`src/hdl/lua_pkg.sv`:
```
// Leased unit allocator: shared constants, widths and controller/datapath structs.
// No dependencies; compiled first.
`timescale 1ns / 1ps

package lua_pkg;

  localparam int MAX_UNITS = 128;
  localparam int IDX_W     = (MAX_UNITS > 1) ? $clog2(MAX_UNITS) : 1;
  localparam int PTR_W     = $clog2(MAX_UNITS + 1);

  localparam int ARR_W  = 20;
  localparam int CNT_W  = 8;
  localparam int LEN_W  = 16;
  localparam int TIME_W = 21;
  localparam int SUM_W  = 14;
  localparam int CFG_W  = 8;

  localparam logic [CFG_W-1:0] CFG_RESET = CFG_W'(128);

  // Controller -> datapath.
  typedef struct packed {
    logic load_item;
    logic run_count;
    logic start_assign;
    logic run_assign;
    logic load_result;
  } lua_cmd_t;

  // Datapath -> controller.
  typedef struct packed {
    logic pass_done;
    logic enough;
    logic out_free;
  } lua_sts_t;

endpackage

```
`src/hdl/lua_req_if.sv`:
```
// Request channel interface: valid/ready plus the request item fields.
// Depends on lua_pkg.
`timescale 1ns / 1ps

interface lua_req_if;
  import lua_pkg::*;

  logic             valid;
  logic             ready;
  logic [ARR_W-1:0] arrival_time;
  logic [CNT_W-1:0] unit_count;
  logic [LEN_W-1:0] lease_length;

  modport source (output valid, arrival_time, unit_count, lease_length, input ready);
  modport sink   (input valid, arrival_time, unit_count, lease_length, output ready);
endinterface

```
`src/hdl/lua_rsp_if.sv`:
```
// Result channel interface: valid/ready plus the result item fields.
// Depends on lua_pkg.
`timescale 1ns / 1ps

interface lua_rsp_if;
  import lua_pkg::*;

  logic             valid;
  logic             ready;
  logic             granted;
  logic [SUM_W-1:0] unit_sum;

  modport source (output valid, granted, unit_sum, input ready);
  modport sink   (input valid, granted, unit_sum, output ready);
endinterface

```
`src/hdl/leased_unit_allocator.sv`:
```
// Leased unit allocator top level: wires controller and datapath to the channels.
// Depends on lua_pkg, lua_req_if, lua_rsp_if, lua_ctrl, lua_datapath.
`timescale 1ns / 1ps
//
// Usage:
//   req_i  - request items (arrival_time, unit_count, lease_length), valid/ready.
//   rsp_o  - one result item per request (granted, unit_sum), valid/ready.
//   cfg_we_i / cfg_wdata_i - writes units_in_use; write only while idle.
// Each item runs a count pass and, if enough units are free, an assign pass
// over the busy-until table, one table entry per cycle through a registered
// read port. With pool = min(units_in_use, 128), each pass reads entries
// 0 to pool-1; a refused item skips the assign pass.
// One item is in flight at a time; req_i.ready is high only while idle.
// A finished result sits in an output register, so the next item is
// accepted while the previous result still waits to be taken. If the
// receiver stalls past the next item's passes, the controller holds in its
// finish step until the result register frees.
// Reset: all units free (per-entry written flags cleared), units_in_use = 128,
// no result pending.
module leased_unit_allocator (
  input  logic                      clk_i,
  input  logic                      rst_ni,
  lua_req_if.sink                   req_i,
  lua_rsp_if.source                 rsp_o,
  input  logic                      cfg_we_i,
  input  logic [lua_pkg::CFG_W-1:0] cfg_wdata_i
);
  import lua_pkg::*;

  lua_cmd_t cmd;
  lua_sts_t sts;

  // Sequencer for the two table passes.
  lua_ctrl u_ctrl (
    .clk_i       (clk_i),
    .rst_ni      (rst_ni),
    .req_valid_i (req_i.valid),
    .req_ready_o (req_i.ready),
    .sts_i       (sts),
    .cmd_o       (cmd)
  );

  // Table, counters and result register.
  lua_datapath u_datapath (
    .clk_i          (clk_i),
    .rst_ni         (rst_ni),
    .cfg_we_i       (cfg_we_i),
    .cfg_wdata_i    (cfg_wdata_i),
    .arrival_time_i (req_i.arrival_time),
    .unit_count_i   (req_i.unit_count),
    .lease_length_i (req_i.lease_length),
    .cmd_i          (cmd),
    .sts_o          (sts),
    .out_valid_o    (rsp_o.valid),
    .out_ready_i    (rsp_o.ready),
    .out_granted_o  (rsp_o.granted),
    .out_sum_o      (rsp_o.unit_sum)
  );

endmodule

```
`src/hdl/lua_datapath.sv`:
```
// Datapath: busy-until table, scan counter, free/taken/sum counters, result register.
// Depends on lua_pkg.
`timescale 1ns / 1ps

module lua_datapath (
  input  logic                      clk_i,
  input  logic                      rst_ni,
  input  logic                      cfg_we_i,
  input  logic [lua_pkg::CFG_W-1:0] cfg_wdata_i,
  input  logic [lua_pkg::ARR_W-1:0] arrival_time_i,
  input  logic [lua_pkg::CNT_W-1:0] unit_count_i,
  input  logic [lua_pkg::LEN_W-1:0] lease_length_i,
  input  lua_pkg::lua_cmd_t         cmd_i,
  output lua_pkg::lua_sts_t         sts_o,
  output logic                      out_valid_o,
  input  logic                      out_ready_i,
  output logic                      out_granted_o,
  output logic [lua_pkg::SUM_W-1:0] out_sum_o
);
  import lua_pkg::*;

  logic [CFG_W-1:0]     cfg_q;
  logic [PTR_W-1:0]     pool;

  logic [TIME_W-1:0]    arrival_q;
  logic [TIME_W-1:0]    until_q;
  logic [CNT_W-1:0]     count_q;

  logic [PTR_W-1:0]     addr_q;
  logic [IDX_W-1:0]     addr_idx;
  logic                 issue;

  logic [TIME_W-1:0]    mem [MAX_UNITS];
  logic [MAX_UNITS-1:0] written_q;
  logic [TIME_W-1:0]    rd_data_q;
  logic                 rd_written_q;
  logic                 rd_vld_q;
  logic [IDX_W-1:0]     rd_idx_q;
  logic [TIME_W-1:0]    busy;
  logic                 is_free;

  logic [PTR_W-1:0]     free_q;
  logic [PTR_W-1:0]     taken_q;
  logic [SUM_W-1:0]     sum_q;
  logic                 mem_we;
  logic                 enough;

  logic                 out_valid_q;
  logic                 out_granted_q;
  logic [SUM_W-1:0]     out_sum_q;

  // Config register; pool saturates at table depth.
  always_ff @(posedge clk_i or negedge rst_ni) begin
    if (!rst_ni) begin
      cfg_q <= CFG_RESET;
    end else if (cfg_we_i) begin
      cfg_q <= cfg_wdata_i;
    end
  end

  assign pool = (int'(cfg_q) > MAX_UNITS) ? PTR_W'(MAX_UNITS) : PTR_W'(cfg_q);

  // Request latch.
  always_ff @(posedge clk_i or negedge rst_ni) begin
    if (!rst_ni) begin
      count_q <= '0;
    end else if (cmd_i.load_item) begin
      count_q <= unit_count_i;
    end
  end

  always_ff @(posedge clk_i) begin
    if (cmd_i.load_item) begin
      arrival_q <= TIME_W'(arrival_time_i);
      until_q   <= TIME_W'(arrival_time_i) + TIME_W'(lease_length_i);
    end
  end

  // Scan address: one table read issued per cycle.
  assign issue    = (cmd_i.run_count || cmd_i.run_assign) && (addr_q < pool);
  assign addr_idx = addr_q[IDX_W-1:0];

  always_ff @(posedge clk_i or negedge rst_ni) begin
    if (!rst_ni) begin
      addr_q   <= '0;
      rd_vld_q <= 1'b0;
    end else begin
      if (cmd_i.load_item || cmd_i.start_assign) begin
        addr_q <= '0;
      end else if (issue) begin
        addr_q <= addr_q + PTR_W'(1);
      end
      rd_vld_q <= issue;
    end
  end

  // Compare stage, in the cycle after the read.
  assign busy    = rd_written_q ? rd_data_q : '0;
  assign is_free = busy <= arrival_q;
  assign mem_we  = rd_vld_q && cmd_i.run_assign && is_free && (int'(taken_q) < int'(count_q));
  assign enough  = int'(free_q) >= int'(count_q);

  // Table storage; write goes to the entry read in the previous cycle.
  always_ff @(posedge clk_i) begin
    if (mem_we) begin
      mem[rd_idx_q] <= until_q;
    end
    rd_data_q <= mem[addr_idx];
    rd_idx_q  <= addr_idx;
  end

  // Per-entry written flags stand in for the cleared table after reset.
  always_ff @(posedge clk_i or negedge rst_ni) begin
    if (!rst_ni) begin
      written_q    <= '0;
      rd_written_q <= 1'b0;
    end else begin
      if (mem_we) begin
        written_q[rd_idx_q] <= 1'b1;
      end
      rd_written_q <= written_q[addr_idx];
    end
  end

  always_ff @(posedge clk_i or negedge rst_ni) begin
    if (!rst_ni) begin
      free_q  <= '0;
      taken_q <= '0;
      sum_q   <= '0;
    end else begin
      if (cmd_i.load_item) begin
        free_q <= '0;
      end else if (rd_vld_q && cmd_i.run_count && is_free) begin
        free_q <= free_q + PTR_W'(1);
      end
      if (cmd_i.load_item || cmd_i.start_assign) begin
        taken_q <= '0;
        sum_q   <= '0;
      end else if (mem_we) begin
        taken_q <= taken_q + PTR_W'(1);
        sum_q   <= sum_q + SUM_W'(rd_idx_q) + SUM_W'(1);
      end
    end
  end

  // Result register.
  always_ff @(posedge clk_i or negedge rst_ni) begin
    if (!rst_ni) begin
      out_valid_q <= 1'b0;
    end else if (cmd_i.load_result) begin
      out_valid_q <= 1'b1;
    end else if (out_ready_i) begin
      out_valid_q <= 1'b0;
    end
  end

  always_ff @(posedge clk_i or negedge rst_ni) begin
    if (!rst_ni) begin
      out_granted_q <= 1'b0;
      out_sum_q     <= '0;
    end else if (cmd_i.load_result) begin
      out_granted_q <= enough;
      out_sum_q     <= enough ? sum_q : '0;
    end
  end

  assign sts_o.pass_done = (addr_q == pool) && !rd_vld_q;
  assign sts_o.enough    = enough;
  assign sts_o.out_free  = !out_valid_q || out_ready_i;

  assign out_valid_o   = out_valid_q;
  assign out_granted_o = out_granted_q;
  assign out_sum_o     = out_sum_q;

  a_taken_bound: assert property (@(posedge clk_i) disable iff (!rst_ni)
    int'(taken_q) <= int'(count_q))
    else $error("more units leased than requested");

  a_refused_zero: assert property (@(posedge clk_i) disable iff (!rst_ni)
    out_valid_q && !out_granted_q |-> out_sum_q == '0)
    else $error("refused result carries a nonzero sum");

  a_write_in_assign: assert property (@(posedge clk_i) disable iff (!rst_ni)
    mem_we |-> enough && !cmd_i.run_count)
    else $error("table written outside a granted assign pass");

endmodule

```
`src/hdl/lua_ctrl.sv`:
```
// Controller: sequences the count pass, the assign pass and the result handoff.
// Depends on lua_pkg.
`timescale 1ns / 1ps

module lua_ctrl (
  input  logic              clk_i,
  input  logic              rst_ni,
  input  logic              req_valid_i,
  output logic              req_ready_o,
  input  lua_pkg::lua_sts_t sts_i,
  output lua_pkg::lua_cmd_t cmd_o
);
  import lua_pkg::*;

  typedef enum logic [3:0] {
    ST_IDLE   = 4'b0001,
    ST_COUNT  = 4'b0010,
    ST_ASSIGN = 4'b0100,
    ST_FINISH = 4'b1000
  } lua_state_e;

  lua_state_e state_q, state_d;

  always_comb begin
    state_d     = state_q;
    cmd_o       = '0;
    req_ready_o = 1'b0;
    case (state_q)
      ST_IDLE: begin
        req_ready_o     = 1'b1;
        cmd_o.load_item = req_valid_i;
        if (req_valid_i) begin
          state_d = ST_COUNT;
        end
      end
      ST_COUNT: begin
        cmd_o.run_count = 1'b1;
        if (sts_i.pass_done) begin
          if (sts_i.enough) begin
            cmd_o.start_assign = 1'b1;
            state_d            = ST_ASSIGN;
          end else begin
            state_d = ST_FINISH;
          end
        end
      end
      ST_ASSIGN: begin
        cmd_o.run_assign = 1'b1;
        if (sts_i.pass_done) begin
          state_d = ST_FINISH;
        end
      end
      ST_FINISH: begin
        if (sts_i.out_free) begin
          cmd_o.load_result = 1'b1;
          state_d           = ST_IDLE;
        end
      end
      default: begin
        state_d = ST_IDLE;
      end
    endcase
  end

  always_ff @(posedge clk_i or negedge rst_ni) begin
    if (!rst_ni) begin
      state_q <= ST_IDLE;
    end else begin
      state_q <= state_d;
    end
  end

  a_load_when_free: assert property (@(posedge clk_i) disable iff (!rst_ni)
    cmd_o.load_result |-> sts_i.out_free)
    else $error("result loaded over an untaken result");

  a_accept_starts_count: assert property (@(posedge clk_i) disable iff (!rst_ni)
    req_valid_i && req_ready_o |=> state_q == ST_COUNT)
    else $error("accepted item did not start the count pass");

  a_state_onehot: assert property (@(posedge clk_i) disable iff (!rst_ni)
    $onehot(state_q))
    else $error("controller state is not one-hot");

endmodule

```
`src/flat_wrapper.sv`:
```
// flat-port wrapper written by rule: the top's interface ports become plain ports
module leased_unit_allocator_flat import lua_pkg::*;
  (clk_i, rst_ni, cfg_we_i, cfg_wdata_i, req_i_valid, req_i_arrival_time, req_i_unit_count, req_i_lease_length, req_i_ready, rsp_o_valid, rsp_o_granted, rsp_o_unit_sum, rsp_o_ready);
  lua_req_if req_i_i ();
  lua_rsp_if rsp_o_i ();
  input  logic clk_i;
  input  logic rst_ni;
  input  logic cfg_we_i;
  input  logic [lua_pkg::CFG_W-1:0] cfg_wdata_i;
  input wire logic [$bits(req_i_i.valid)-1:0] req_i_valid;
  input wire logic [$bits(req_i_i.arrival_time)-1:0] req_i_arrival_time;
  input wire logic [$bits(req_i_i.unit_count)-1:0] req_i_unit_count;
  input wire logic [$bits(req_i_i.lease_length)-1:0] req_i_lease_length;
  output wire logic [$bits(req_i_i.ready)-1:0] req_i_ready;
  output wire logic [$bits(rsp_o_i.valid)-1:0] rsp_o_valid;
  output wire logic [$bits(rsp_o_i.granted)-1:0] rsp_o_granted;
  output wire logic [$bits(rsp_o_i.unit_sum)-1:0] rsp_o_unit_sum;
  input wire logic [$bits(rsp_o_i.ready)-1:0] rsp_o_ready;
  assign req_i_i.valid = req_i_valid;
  assign req_i_i.arrival_time = req_i_arrival_time;
  assign req_i_i.unit_count = req_i_unit_count;
  assign req_i_i.lease_length = req_i_lease_length;
  assign req_i_ready = req_i_i.ready;
  assign rsp_o_valid = rsp_o_i.valid;
  assign rsp_o_granted = rsp_o_i.granted;
  assign rsp_o_unit_sum = rsp_o_i.unit_sum;
  assign rsp_o_i.ready = rsp_o_ready;
  leased_unit_allocator u_core (.clk_i(clk_i), .rst_ni(rst_ni), .req_i(req_i_i), .rsp_o(rsp_o_i), .cfg_we_i(cfg_we_i), .cfg_wdata_i(cfg_wdata_i));
endmodule
```
`config.mk`:
```
export PLATFORM = sky130hd
export DESIGN_NAME = leased_unit_allocator_flat
export DESIGN_NICKNAME = d
export VERILOG_FILES = /design/src/hdl/lua_pkg.sv /design/src/hdl/lua_req_if.sv /design/src/hdl/lua_rsp_if.sv /design/src/hdl/leased_unit_allocator.sv /design/src/hdl/lua_datapath.sv /design/src/hdl/lua_ctrl.sv /design/src/flat_wrapper.sv
export SDC_FILE = /design/constraint.sdc
export NUM_CORES = 2
export LEC_CHECK = 0
export BUFFER_PORTS_ARGS = -buffer_cell sky130_fd_sc_hd__buf_4
export CORE_AREA = 2 2 541 543
export DETAILED_ROUTE_END_ITERATION = 10
export DIE_AREA = 0 0 543 545
export SYNTH_ARGS = -nofsm -noshare
export SYNTH_HDL_FRONTEND = slang
export SYNTH_SLANG_ARGS = --single-unit
```
`constraint.sdc`:
```
create_clock -name clk_i -period 8.5 [get_ports clk_i]
set_input_delay 1.275 -clock clk_i [delete_from_list [all_inputs] [get_ports clk_i]]
set_output_delay 1.275 -clock clk_i [all_outputs]
set_load 0.05 [all_outputs]
```
==> run_results.csv <==
group,metric,value,unit
finish,multiInputGateArea,26700,um^2
timing,finalCriticalPeriod,4980,ps
logic_synthesis,synth-seq-area-share,0.757,
route,drtPass1Iterations,5,
finish,final_core_util,0.452,
pwr,irDropWorstVdd,336,uV
route,ant_nets,0,
cts,cts_setup_buffers,0,
cts,cts-root-buf,"clkbuf_16",
finish,nets,5683,
setup_path,critPathMostFrequentCell,"buf_4",
grt,grt_start_max_net_pins,129,
place,place_ws,3540,ps
die,dieArea,296000,um^2
timing,timing.hold.ws,465,ps
logic_synthesis,synth_cell_types,72,
timing,fmax,0.201,GHz
setup_path,worstPathArrival,5440,ps
cts,cts_sinks,2961,
route,routedWlPerCell,31.4,um
logic_synthesis,synth_edf_count,2729,
pwr,seq_power_share,0.456,
die,die_x,543,um
die,die_h,545,um
cts,cts-buffers-inserted,300,
cts,cts_tree,"built",
logic_synthesis,syn_nets,5414,
pwr,p_per_area,286,nW/um^2
grt,track_usage,0.204,
cts,htreeDepth,5,
cts,cts_hold_buffers,0,
timing,fin_setup_tns,0,ps
place,io_buffers,73,
finish,layout-drive-gt1-share,0.286,
route,drt-initial-drc-count,7157,
place,place_hpwl,178000,um
timing,finalHoldViolations,0,
timing,fin_worst_skew,43.6,ps
timing,period_share,0.586,
logic_synthesis,synthCells,5286,
pwr,power_frac_clock,0.344,
grt,grt_antenna_before_repair,13,
setup_path,crit_chain,"and2_1 > ha_1 > a21oi_1 > o21ai_0 > a2111oi_0 > o21ai_0 > nor2_1 > buf_4 > nand4_1 > buf_4 > buf_4 > nor2_2",
pwr,combPwrFrac,0.200,
grt,grt_pass1_vias,55600,
setup_path,crit_slowest_cell,"nor2_2",
setup_path,worstSetupPathType,"reg2reg",
pwr,leakagePower,0.0405,uW
cts,clock_latency,870,ps
finish,mostFrequentLayoutCells,"2729 x edfxtp_1, 820 x mux4_2, 309 x clkbuf_16",
route,totalWireLength,304000,um
logic_synthesis,synth_ff_type,"edfxtp_1",
timing,rsz0062_at_grt,"no",
timing,drv_slew,0,
setup_path,max_stage_delay,1120,ps
cts,clk_pin_slew_worst_paths,60,ps
route,vias_per_cell,5.80,
die,io_pins,74,
pwr,power,37500,uW
hold_path,holdCritPathClass,"reg2reg",
finish,area_growth,13.4,%
setup_path,crit_fanout,25,
finish,seq_area,87600,um^2
finish,n_fill_cell,24000,
timing,fin_ws,3520,ps
die,start_util,0.399,
setup_path,cp-start-kind,"flip-flop",
pwr,p_int,27200,uW
grt,grt_overflow,0,
die,core_area,290000,um^2
timing,worst_pin_slew,1400,ps
finish,final_common_cell,"edfxtp_1",
grt,grt_pass1_wl,430000,um
pwr,p_sw,10300,uW
route,num_vias,56100,
cts,max-clock-path-buffers,4,
pwr,netSwitchingFraction,0.275,
status,status,"complete, no violations",
setup_path,required,8960,ps
logic_synthesis,synth_area_per_cell,21.9,um^2
logic_synthesis,yosysWarnings,0,
timing,slew_headroom,0.0680,
route,drc,0,
die,num_rows,198,
setup_path,crit_path_end_kind,"flip-flop",
timing,setup_violations,0,
logic_synthesis,synthArstFlopShare,0.0689,
place,gp_congestion,0.830,
logic_synthesis,syn_area,116000,um^2
logic_synthesis,synth-seq-cells,2961,
flow_run,max-cap-violations,0,
cts,ctsResizeCount,0,
Yosys cell counts (20+ instances only):
cell | n | area (um^2)
a21oi_1 | 56 | 280
ha_1 | 69 | 863
a211oi_1 | 20 | 150
edfxtp_1 | 2729 | 81900
buf_4 | 47 | 353
o221ai_1 | 22 | 193
inv_1 | 68 | 255
clkbuf_1 | 108 | 405
mux2i_1 | 145 | 1450
o211ai_1 | 21 | 158
nor2_1 | 194 | 728
o22ai_1 | 20 | 125
xnor2_1 | 24 | 210
buf_2 | 90 | 450
dfxtp_1 | 28 | 561
o21bai_1 | 128 | 961
dfrtp_1 | 202 | 5050
nor2b_1 | 24 | 150
buf_1 | 32 | 120
nand2_1 | 98 | 368
nand3_1 | 32 | 160
mux4_2 | 820 | 18500
and2_1 | 29 | 181
o21ai_0 | 70 | 350
metrics by stage:
step | instances | instance area [um^2]
floorplan | 5286 | 116000
global placement | 9150 | 122000
detailed placement | 9151 | 122000
CTS | 9674 | 131000
global route | 9677 | 131000
finish | 9679 | 131000
area by class of cell:
| cell class | count | area share |
|---|---|---|
| clock buffer | 389 | 0.0623 |
| timing repair buffer | 256 | 0.0168 |
| sequential | 2961 | 0.668 |
| multi-input combinational | 1967 | 0.204 |
| inverter | 69 | 0.00197 |
| clock inverter | 134 | 0.00974 |
| antenna | 3 | 0.0000572 |
| tap | 3900 | 0.0372 |
cells by family after synthesis:
kind of cell / Yosys count / share of synthesized area
flip-flops: 2961 / 0.757
AND/OR/NAND/NOR: 448 / 0.0178
XOR/XNOR: 26 / 0.00197
multiplexers: 974 / 0.173
buffers and inverters: 358 / 0.0149
adder cells (fa/ha/maj): 71 / 0.00781
AO/OA/AOI/OAI: 448 / 0.0272
per-layer routing:
layer,global-route usage,part of all wire,vias to the layer above
li1,-,-,22700
met1,0.291,0.42,30400
met2,0.323,0.48,2568
met3,0.0374,0.082,419
met4,0.0558,0.027,8
met5,0,0.00018,-
final timing paths:
check,from,end,slack [ps],depth (start not counted)
worst max-delay path,u_core.u_datapath.rd_written_q,u_core.u_datapath.mem[47][17],3520,12
worst min-delay path,u_core.u_datapath.written_q[89],u_core.u_datapath.written_q[89],470,1
worst max register to register,u_core.u_datapath.rd_written_q,u_core.u_datapath.mem[47][17],3520,12
worst min register to register,u_core.u_datapath.written_q[89],u_core.u_datapath.written_q[89],470,1
max in group asynchronous,rst_ni,u_core.u_datapath.written_q[86],6490,2
min in group asynchronous,rst_ni,u_core.u_datapath.out_sum_o[8],480,1
state kept, by name, summed over array words and instances, names as in the netlist, 7 cells and up:
name / count
u_core.u_datapath.count_q: 8
u_core.u_datapath.sum_q: 14
u_core.u_datapath.free_q: 8
u_core.u_datapath.taken_q: 8
u_core.u_datapath.rd_idx_q: 7
u_core.u_datapath.out_sum_o: 14
u_core.u_datapath.until_q: 21
u_core.u_datapath.mem: 2688
u_core.u_datapath.written_q: 128
u_core.u_datapath.arrival_q: 20
u_core.u_datapath.rd_data_q: 21
u_core.u_datapath.addr_q: 8
u_core.u_datapath.cfg_q: 8
power by group through the flow:
stage | Sequential [uW] | Combinational (uW) | Clock (uW)
floorplan | 17800 | 4310 | 0
global placement | 17400 | 7500 | 0
detailed placement | 17400 | 7590 | 0
CTS | 17100 | 7600 | 13100
global route | 17100 | 7860 | 13600
finish | 17100 | 7490 | 12900
critical path, delay by kind of cell (launching register included):
family	cells	cell delay [ps]
simple gates	4	1670
flops	1	560
fa+ha+maj	1	310
compound gates	4	1050
buf+inv	3	930
(Power assumes the default switching activity.)
